===== src/rtl/core/cssk_pkg.sv =====
`timescale 1ns / 1ps
`default_nettype none
// ----------------------------------------------------------------------------
// cssk_pkg
// Shared types and constants for the cosine-similarity top-K search.
// ----------------------------------------------------------------------------
package cssk_pkg;
    localparam int MAX_DIM_DEF  = 1024;
    localparam int MAX_BEST_DEF = 16;

    localparam logic [1:0] OP_QUERY  = 2'd0;
    localparam logic [1:0] OP_RECORD = 2'd1;
    localparam logic [1:0] OP_FINISH = 2'd2;
    localparam logic [1:0] OP_NONE   = 2'd3;

    localparam logic CFG_MASK  = 1'b0;
    localparam logic CFG_COUNT = 1'b1;

    localparam logic signed [15:0] SCORE_ONE = 16'sd16384;

    typedef struct packed {
        logic [31:0]        id;
        logic [2:0]         rtype;
        logic signed [15:0] score;
    } entry_t;

    // control to the cell row
    typedef struct packed {
        logic   ins;     // insert candidate
        logic   hit;     // candidate lands inside K
        logic   shift;   // shift out towards cell 0 (readout)
        logic   clr;     // clear fill
        entry_t cand;
    } row_ctl_t;
endpackage
`default_nettype wire


===== src/rtl/core/cssk_cell.sv =====
`timescale 1ns / 1ps
`default_nettype none
// ----------------------------------------------------------------------------
// cssk_cell
// One rank slot of the sorted list; takes the candidate or its upper neighbour.
// ----------------------------------------------------------------------------
module cssk_cell (
    input  wire logic              aclk,
    input  wire logic              aresetn,
    input  wire cssk_pkg::row_ctl_t ctl,
    input  wire logic              en,         // slot lies inside K
    input  wire logic              up_valid,
    input  wire logic              up_beats,   // upper cell outranks candidate
    input  wire cssk_pkg::entry_t  up_entry,
    input  wire logic              dn_valid,
    input  wire cssk_pkg::entry_t  dn_entry,
    output logic                   valid,
    output logic                   beats,
    output cssk_pkg::entry_t       entry
);
    logic             valid_reg, valid_next;
    cssk_pkg::entry_t entry_reg, entry_next;

    assign beats = valid_reg && (entry_reg.score >= ctl.cand.score);
    assign valid = valid_reg;
    assign entry = entry_reg;

    always_comb begin
        valid_next = valid_reg;
        entry_next = entry_reg;
        if (ctl.clr) begin
            valid_next = 1'b0;
        end else if (ctl.shift) begin
            valid_next = dn_valid;
            entry_next = dn_entry;
        end else if (ctl.ins) begin
            if (!en) begin
                if (ctl.hit) valid_next = 1'b0;
            end else if (!beats) begin
                if (up_beats) begin
                    valid_next = 1'b1;
                    entry_next = ctl.cand;
                end else if (up_valid) begin
                    valid_next = 1'b1;
                    entry_next = up_entry;
                end
            end
        end
    end

    always_ff @(posedge aclk) begin
        if (!aresetn) begin
            valid_reg <= 1'b0;
        end else begin
            valid_reg <= valid_next;
        end
        entry_reg <= entry_next;
    end
endmodule
`default_nettype wire


===== config.mk =====
export PLATFORM = sky130hd
export DESIGN_NAME = cssk_cell
export DESIGN_NICKNAME = d
export VERILOG_FILES = /design/src/rtl/core/cssk_pkg.sv /design/src/rtl/core/cssk_cell.sv
export SDC_FILE = /design/constraint.sdc
export NUM_CORES = 1
export LEC_CHECK = 0
export BUFFER_PORTS_ARGS = -buffer_cell sky130_fd_sc_hd__clkbuf_2
export CORE_ASPECT_RATIO = 1.1
export CORE_MARGIN = 8
export CORE_UTILIZATION = 38
export CTS_BUF_LIST = sky130_fd_sc_hd__clkbuf_4 sky130_fd_sc_hd__clkbuf_8 sky130_fd_sc_hd__clkbuf_16
export DETAILED_ROUTE_END_ITERATION = 12
export HOLD_SLACK_MARGIN = 0.03
export PLACE_DENSITY = 0.76
export SETUP_SLACK_MARGIN = 0.4
export SLEW_MARGIN = 20
export SYNTH_ARGS = -nofsm -noshare
export SYNTH_HDL_FRONTEND = slang
export SYNTH_SLANG_ARGS = --single-unit

===== constraint.sdc =====
create_clock -name aclk -period 5.8 [get_ports aclk]
set_input_delay 0.58 -clock aclk [delete_from_list [all_inputs] [get_ports aclk]]
set_output_delay 0.58 -clock aclk [all_outputs]
set_load 0.02 [all_outputs]

* Word-level counts from Yosys, hierarchy flattened *
Index checks and enable logic that the tools add are counted.
W data, S select, Z words.

word-level totals
  input bits = 163
  output and inout bits = 53
  register bits after elaboration = 52
  word-level logic and storage cells = 31

cells by class
  $lt $le $gt $ge = 1
  multiplexer cells = 13
  bitwise logic cells = 2
  equal/unequal tests = 3
  reduce and logical (&&, ||, !) cells = 8

operators with widths
  cell                  number
  $mux W51              6
  $ge A16 B16 Y1        1
  $mux W1               7
  $reduce_bool A3 Y1    2
  $reduce_and A5 Y1     1
  $ne A4 B2 Y1 const B  1
  $reduce_and A4 Y1     1
  $reduce_bool A2 Y1    2
  $ne A3 B3 Y1 const B  1
  $ne A2 B2 Y1 const B  1
  $not A1 Y1            2
  $reduce_or A2 Y1      1
  $logic_and A1 B1 Y1   1

* Logic depth before layout (Yosys ltp) *
Gate-level depths: netlist (run 1).

  word-level depth = 6
  mapped depth = 7
  mapped depth without buffers = 7

* Worst setup path before layout (run 1) *
OpenSTA, ideal clock, no wires.

  path type = input to register
  start point = in ctl[15] in the netlist's numbering
  end point = reg entry_reg, in the netlist entry[0] (enable)
  required time = 5.265 ns
  arrival = 5.315 ns
  buffers on the path = 0
  stages = 7
  path slack = -0.050 ns
  library setup time = 0.535 ns
  cells stage by stage = inv_1 -> ha_1 -> nand4_2 -> nor3_1 -> o21ba_1 -> a31oi_1 -> o31ai_1

on the way
  word-level cells in the longest chain between the ends = 4

ends and longest elaborated chain
  item                         RTL line         source
  start: declaration           cssk_cell.sv:10  input wire cssk_pkg::row_ctl_t ctl,
  $ge A16 B16 Y1               cssk_cell.sv:24  assign beats = valid_reg && (entry_reg.score >= ctl.cand.score);
  $logic_and A1 B1 Y1          cssk_cell.sv:24
  $ne A2 B2 Y1 (no line)       -
  $reduce_and A5 Y1 (no line)  -
  end signal: assignment       cssk_cell.sv:57  entry_reg <= entry_next;
  end: declaration             cssk_cell.sv:22  cssk_pkg::entry_t entry_reg, entry_next;

Every way passes these cells.
A chain may end at the register's enable or synchronous reset.

* Worst setup path in the final report (run 1) *
  start point = reg entry_reg, in the netlist entry[15]
  end point = out beats

on the way
  word-level cells in the longest chain between the ends = 2

ends and longest elaborated chain
  item                 RTL line         source
  $ge A16 B16 Y1       cssk_cell.sv:24
  $logic_and A1 B1 Y1  cssk_cell.sv:24
  end: declaration     cssk_cell.sv:18  output logic beats,

Every way passes these cells.

==> run_results.csv, run 1 <==
group,metric,value,unit
run_status,status,"complete, no violations",
clocking,cts_setup_buffers,0,
logic_synthesis,ys_warn_count,0,
floorplan,die_area,11300,sq um
sta,finalSetupViolCount,0,
global_route,grt_max_degree,107,
detailed_routing,drt_iter0_markers,100,
worst_hold_path,hp-start,"ctl[51]",
clocking,clkLatencyLatePin,0.29,ns
layout,drive_gt1_frac,0.454,
logic_synthesis,ys_ff_latch,52,
logic_synthesis,synth_top_area_cell,"edfxtp_1",
worst_setup_path,rr_worst_depth,8,
sta,skew,0.00651,ns
floorplan,core,7910,sq um
sta,finalCriticalPeriod,2.98,ns
layout,regArea,1550,sq um
pwr,leakagePower,0.00225,uW
layout,layout_common_cells,"clkbuf_2 (213), nand2_1 (56), o21ai_0 (52)",
detailed_routing,first_pass_iters,4,
worst_setup_path,worstReg2RegEnd,"entry[8]",
detailed_routing,ant_nets,0,
clocking,cts_buffers,5,
logic_synthesis,ys_types,31,
sta,fin_setup_tns,0,ns
clocking,cts_tree,"done",
layout,largest_reg_flops,51,
logic_synthesis,syn-cell-area,3090,sq um
layout,multi_input_area,1410,sq um
worst_setup_path,r2r-start,"entry[15]",
clocking,cts_root_buffer,"clkbuf_8",
logic_synthesis,yosysSeqAreaShare,0.502,
clocking,htree_levels,2,
worst_hold_path,hold_depth,2,
layout,layout_commonest_cell,"clkbuf_2",
global_route,antenna_found_initial,0,
layout,nNetsFinal,683,
worst_setup_path,startpoint,"entry[15]",
clocking,hold_buffers,0,
sta,period_share,0.513,
global_route,grt_pass1_vias,3196,
sta,relSlewSlack,0.425,
detailed_routing,drcViolationCount,0,
detailed_routing,wl,9520,microns
worst_hold_path,hold_class,"input pin to flip-flop",
clocking,clkTransAtPathRegs,0.09,ns
floorplan,die_w,102,microns
floorplan,design.portCount,216,
logic_synthesis,synth_fp_nets,474,
worst_setup_path,critPathKind,"flip-flop to output pin",
sta,rsz0062_at_grt,"false",
worst_setup_path,r2r_setup_slack,2.84,ns
placement,numPortBuffers,215,
floorplan,die_y,111,microns
layout,fin_util,0.551,
worst_setup_path,critPathMaxFanout,4,
logic_synthesis,avgSynthCellArea,10.5,sq um
worst_setup_path,critPathRequiredTime,5.22,ns
worst_setup_path,slowest_stage,"edfxtp_1",
worst_setup_path,start_kind,"flip-flop",
layout,antenna_cells,0,
worst_setup_path,worstSetupEndpointType,"output pin",
sta,hold_viol,0,
detailed_routing,routedWlPerCell,15.6,microns
global_route,grt_pass1_wl,15100,microns
sta,slew_viol_final,0,
sta,worst_pin_slew,0.862,ns
layout,syn_to_final_growth,41.0,%
floorplan,initial_utilization,0.391,
clocking,cts_num_sinks,52,
worst_setup_path,cp_slowest_stage_delay,0.40,ns
detailed_routing,vias,2939,
pwr,powerDensity,206,nW/um^2
detailed_routing,viasPerCell,4.80,
logic_synthesis,synth.area.top_cells,"edfxtp_1 (50%), mux2i_1 (17%), o21ai_0 (8.4%)",
pwr,ir_drop,0.0000937,V
pwr,power,899,uW
placement,routabilityCongestion,0.829,
floorplan,fp-row-count,34,
global_route,grt-ovfl-total,0,
logic_synthesis,synth_top_cell_area_share,0.495,
sta,fmax,336,MHz
clocking,ctsResizeCount,0,
layout,n_fill_cell,735,
logic_synthesis,synthCells,295,
placement,hpwlAfterDp,7930,microns
global_route,track_usage,0.166,
job,cap_violations,0,
clocking,clockBufferDepth,2,
worst_hold_path,hold_path_end,"valid",
worst_setup_path,crit_path_cell_trace,"ha_1 > nand4_2 > nor4_2 > o21ai_1 > a31oi_1 > o21a_1 > clkbuf_2",
worst_setup_path,crit_arrival,2.40,ns
==> cells in the mapped netlist, drive strengths merged <==
library cell / n
nor4b: 1
a21o: 2
o21ai: 53
o211a: 1
edfxtp: 51
o21bai: 1
nand2: 56
nor2: 2
a21oi: 7
nor4: 2
nor2b: 1
nand4: 3
a221oi: 1
clkbuf: 8
or3: 1
o21ba: 1
nor3: 2
buf: 9
ha: 16
mux2i: 51
dfxtp: 1
o21a: 1
inv: 19
a31oi: 2
a211oi: 1
o31ai: 1
or2b: 1
==> how the worst max path moves through the flow <==
stage / to / cells past startpoint
floorplan: entry[0] / 7
global placement: entry[8] / 9
detailed placement: entry[7] / 9
CTS: entry[4] / 7
global route: entry[8] / 8
finish: beats / 7
==> layout make-up <==
cell class                      instances  area share
Clock buffer                            6      0.0175
Clock inverter                          1     0.00115
Inverter                               19      0.0164
Multi-Input combinational cell        207       0.324
Sequential cell                        52       0.356
Tap cell                              108      0.0310
Timing Repair Buffer                  219       0.255
==> cells by family after synthesis <==
family	after synthesis	synth area share
adders and majority gates	16	0.0647
AOI/OAI and AO/OA	71	0.125
and+or+nand+nor	69	0.0971
buffers and inverters	36	0.0465
muxes	51	0.165
DFF	52	0.502
==> per-stage QoR <==
step	std cells	hold WS [ns]	setup WS, ns	cell area [sq um]
after floorplan	295	0.657	1.54	3100
after global placement	604	0.671	2.28	4270
after detailed placement	604	0.699	2.14	4270
after CTS	611	0.486	2.44	4350
after global routing	612	0.501	2.60	4360
final	612	0.502	2.82	4360
==> where the power goes <==
group,internal [uW],leakage (uW),total (uW),switching [uW]
sequential,453,0.000499,463,10.5
clock,87.0,0.0000445,195,108
combinational,103,0.00171,240,137
total,642,0.00225,899,256
==> critical path, delay by kind of cell, from the launching register on <==
kind | cells | cell delay, ns
AND/OR/NAND/NOR | 2 | 0.57
adder cells (fa/ha/maj) | 1 | 0.34
flip-flops | 1 | 0.40
AO/OA/AOI/OAI | 3 | 0.62
buffers and inverters | 1 | 0.17
==> routing by layer <==
| metal | vias up | routed length, microns | GRT usage |
|---|---|---|---|
| met5 | - | 0 | 0 |
| met4 | 0 | 74 | 0.0373 |
| met3 | 6 | 889 | 0.0521 |
| met2 | 132 | 5050 | 0.303 |
| met1 | 1317 | 3510 | 0.178 |
| li1 | 1484 | - | - |
(Power assumes the default switching activity.)
==> run 2: changes to the inputs <==
- ABC_AREA: default -> 1
- CORE_UTILIZATION: 38 -> 42
- PLACE_DENSITY: 0.76 -> 0.79
- clock period: 5.8 -> 2.79 ns (I/O delays scaled with it)
==> run 2 against run 1 <==
Critical path depth up 7. Clock power rose to 2.7 times the previous value. Synthesized cell count up 29%. Design area up 5.9%. Global-route usage up 3.7 points.
==> run_results.csv, run 2 <==
group,metric,value,unit
floorplan,initial_utilization,0.427,
worst_hold_path,hold_class,"input pin to flip-flop",
logic_synthesis,avgSynthCellArea,8.28,sq um
worst_setup_path,critPathMaxFanout,13,
detailed_routing,ant_nets,0,
logic_synthesis,synth_top_cells_by_count,"a21oi_1 (109), nand2_1 (75), nor2_1 (55)",
layout,fin_util,0.625,
layout,largest_reg_flops,51,
worst_setup_path,critPathRequiredTime,2.81,ns
pwr,ir_drop,0.000209,V
global_route,antenna_found_initial,0,
logic_synthesis,synth-edff-count,51,
worst_setup_path,crit_top_cell,"nand2_1",
logic_synthesis,synth.most_common_cell,"a21oi_1",
sta,fin_setup_tns,0,ns
logic_synthesis,synth_top_cell_area_share,0.486,
logic_synthesis,synthFlopType,"edfxtp_1",
logic_synthesis,synth.area.top_cells,"edfxtp_1 (49%), a21oi_1 (17%), nand2_1 (8.9%)",
logic_synthesis,synthSimpleGateAreaFrac,0.196,
run_status,status,"complete, no violations",
global_route,grt_pass1_vias,3708,
floorplan,die_y,107,microns
detailed_routing,drt_iter0_markers,165,
layout,layoutNonFillerInstCount,683,
detailed_routing,wl,11000,microns
detailed_routing,routedWlPerCell,16.1,microns
sta,worst_pin_slew,0.550,ns
logic_synthesis,synth_xor_area_frac,0,
layout,nNetsFinal,774,
layout,layout_common_cells,"clkbuf_2 (214), a21oi_1 (108), nand2_1 (71)",
placement,numPortBuffers,215,
logic_synthesis,synth_compound_area_frac,0.181,
logic_synthesis,yosysSeqAreaShare,0.492,
layout,drive_gt1_frac,0.438,
logic_synthesis,syn-cell-area,3150,sq um
logic_synthesis,synth_top_family_by_area,"simple AND/OR/NAND/NOR gates",
logic_synthesis,ys_types,23,
clocking,cts_buffers,5,
placement,pre_cts_ws,0.389,ns
worst_setup_path,crit_buf_inv,3,
detailed_routing,viasPerCell,5.13,
worst_setup_path,crit_path_cell_trace,"ha_1 > nand2_2 > inv_1 > nand2_1 > nand2_1 > a21oi_2 > nand3_1 > nand2_1 > nand3_2 > nand2_2 > o21ai_2 > a21oi_4 > buf_12 > clkbuf_16",
clocking,htree_levels,2,
sta,rsz0062_at_grt,"true",
layout,fin_area,4620,sq um
worst_setup_path,cp_slowest_stage_delay,0.40,ns
floorplan,die_w,98.6,microns
worst_setup_path,path_delay_family,"simple AND/OR/NAND/NOR gates",
sta,slew_viol_final,0,
global_route,grt_max_degree,52,
global_route,grt_pass1_wl,17400,microns
layout,layout_commonest_cell,"clkbuf_2",
logic_synthesis,synthAdderAreaFrac,0.0635,
sta,finalCriticalPeriod,2.31,ns
worst_setup_path,start_kind,"flip-flop",
detailed_routing,drcViolationCount,0,
sta,setup_ws,0.482,ns
sta,skew,0.00519,ns
sta,hold_viol,0,
detailed_routing,vias,3501,
worst_setup_path,critPathKind,"flip-flop to flip-flop",
worst_setup_path,slowest_stage,"edfxtp_1",
sta,period_share,0.827,
placement,routabilityCongestion,0.785,
placement,place_area,4330,sq um
worst_setup_path,crit_arrival,2.32,ns
floorplan,design.portCount,216,
floorplan,core,7390,sq um
placement,place_inst,668,
global_route,track_usage,0.203,
pwr,leakagePower,0.00231,uW
layout,syn_to_final_growth,46.4,%
sta,fmax,433,MHz
sta,relSlewSlack,0.633,
layout,antenna_cells,0,
global_route,grt-ovfl-total,0,
sta,finalSetupViolCount,0,
detailed_routing,first_pass_iters,5,
floorplan,die_area,10500,sq um
pwr,powerDensity,432,nW/um^2
logic_synthesis,synth_fp_nets,560,
logic_synthesis,synthCells,381,
logic_synthesis,synth_top_area_cell,"edfxtp_1",
logic_synthesis,synthMuxAreaShare,0,
clocking,cts_tree,"done",
logic_synthesis,synth-async-reset-ratio,0,
logic_synthesis,ys_ff_latch,52,
worst_setup_path,worstSetupEndpointType,"flip-flop",
clocking,cts_root_buffer,"clkbuf_8",
clocking,cts_num_sinks,52,
placement,hpwlAfterDp,8570,microns
clocking,clockBufferDepth,2,
job,cap_violations,0,
logic_synthesis,ys_warn_count,0,
clocking,clkLatencyLatePin,0.30,ns
clocking,clkTransAtPathRegs,0.09,ns
floorplan,fp-row-count,33,
-- run 2: what timing repair did --
| item | CTS | global route |
|---|---|---|
| buffers inserted | 0 | 5 |
| setup endpoints to repair | 0 | 52 |
| resized for setup | 0 | 17 |
| hold buffers | 0 | 0 |
-- run 2: final timing paths --
path         slack (ns)  cells past startpoint  endpoint       from
min                0.24                      3     valid    aresetn
max                0.48                     14  entry[3]  entry[14]
min reg2reg        0.52                      2     valid      valid
max reg2reg        0.48                     14  entry[3]  entry[14]
-- run 2: report_power, final --
part / leakage (uW) / switching (uW) / total, uW / internal, uW
Clock: 0.0000586 / 241 / 517 / 276
Sequential: 0.000483 / 18.8 / 941 / 923
Combinational: 0.00177 / 304 / 535 / 230
Total: 0.00231 / 564 / 1990 / 1430
-- run 2: cells by family (layout without fill, tap and decap cells) --
logic type	after synthesis	after routing
AOI/OAI and AO/OA	112	112
adders and majority gates	16	16
buffers and inverters	54	269
DFF	52	52
and+or+nand+nor	147	147
-- run 2: cell type report --
cell class	count	area, sq um
flip-flops and latches	52	1550
clock inverters	2	35.0
well taps	87	109
repair buffers	229	1260
fillers	653	2770
multi-input cells	275	1470
inverters	32	120
clock buffers	6	76.3
-- run 2: layer usage --
| metal | share of wire | wire length (microns) | track usage |
|---|---|---|---|
| met1 | 0.37 | 4060 | 0.225 |
| met2 | 0.52 | 5760 | 0.360 |
| met3 | 0.092 | 1010 | 0.0668 |
| met4 | 0.018 | 193 | 0.0626 |
| met5 | 0 | 0 | 0 |
-- run 2: through the flow --
stage                     power [uW]  hold WS, ns
final                           1990        0.237
after global routing            2100        0.225
after CTS                       1970        0.223
after detailed placement        1450        0.510
after global placement          1440        0.509
after floorplan                 1230        0.434
-- run 2: tightest hold or removal path, stage by stage --
cell and delay [ns]:
clkbuf_2 0.08, nand3b_1 0.10, a21oi_2 0.03
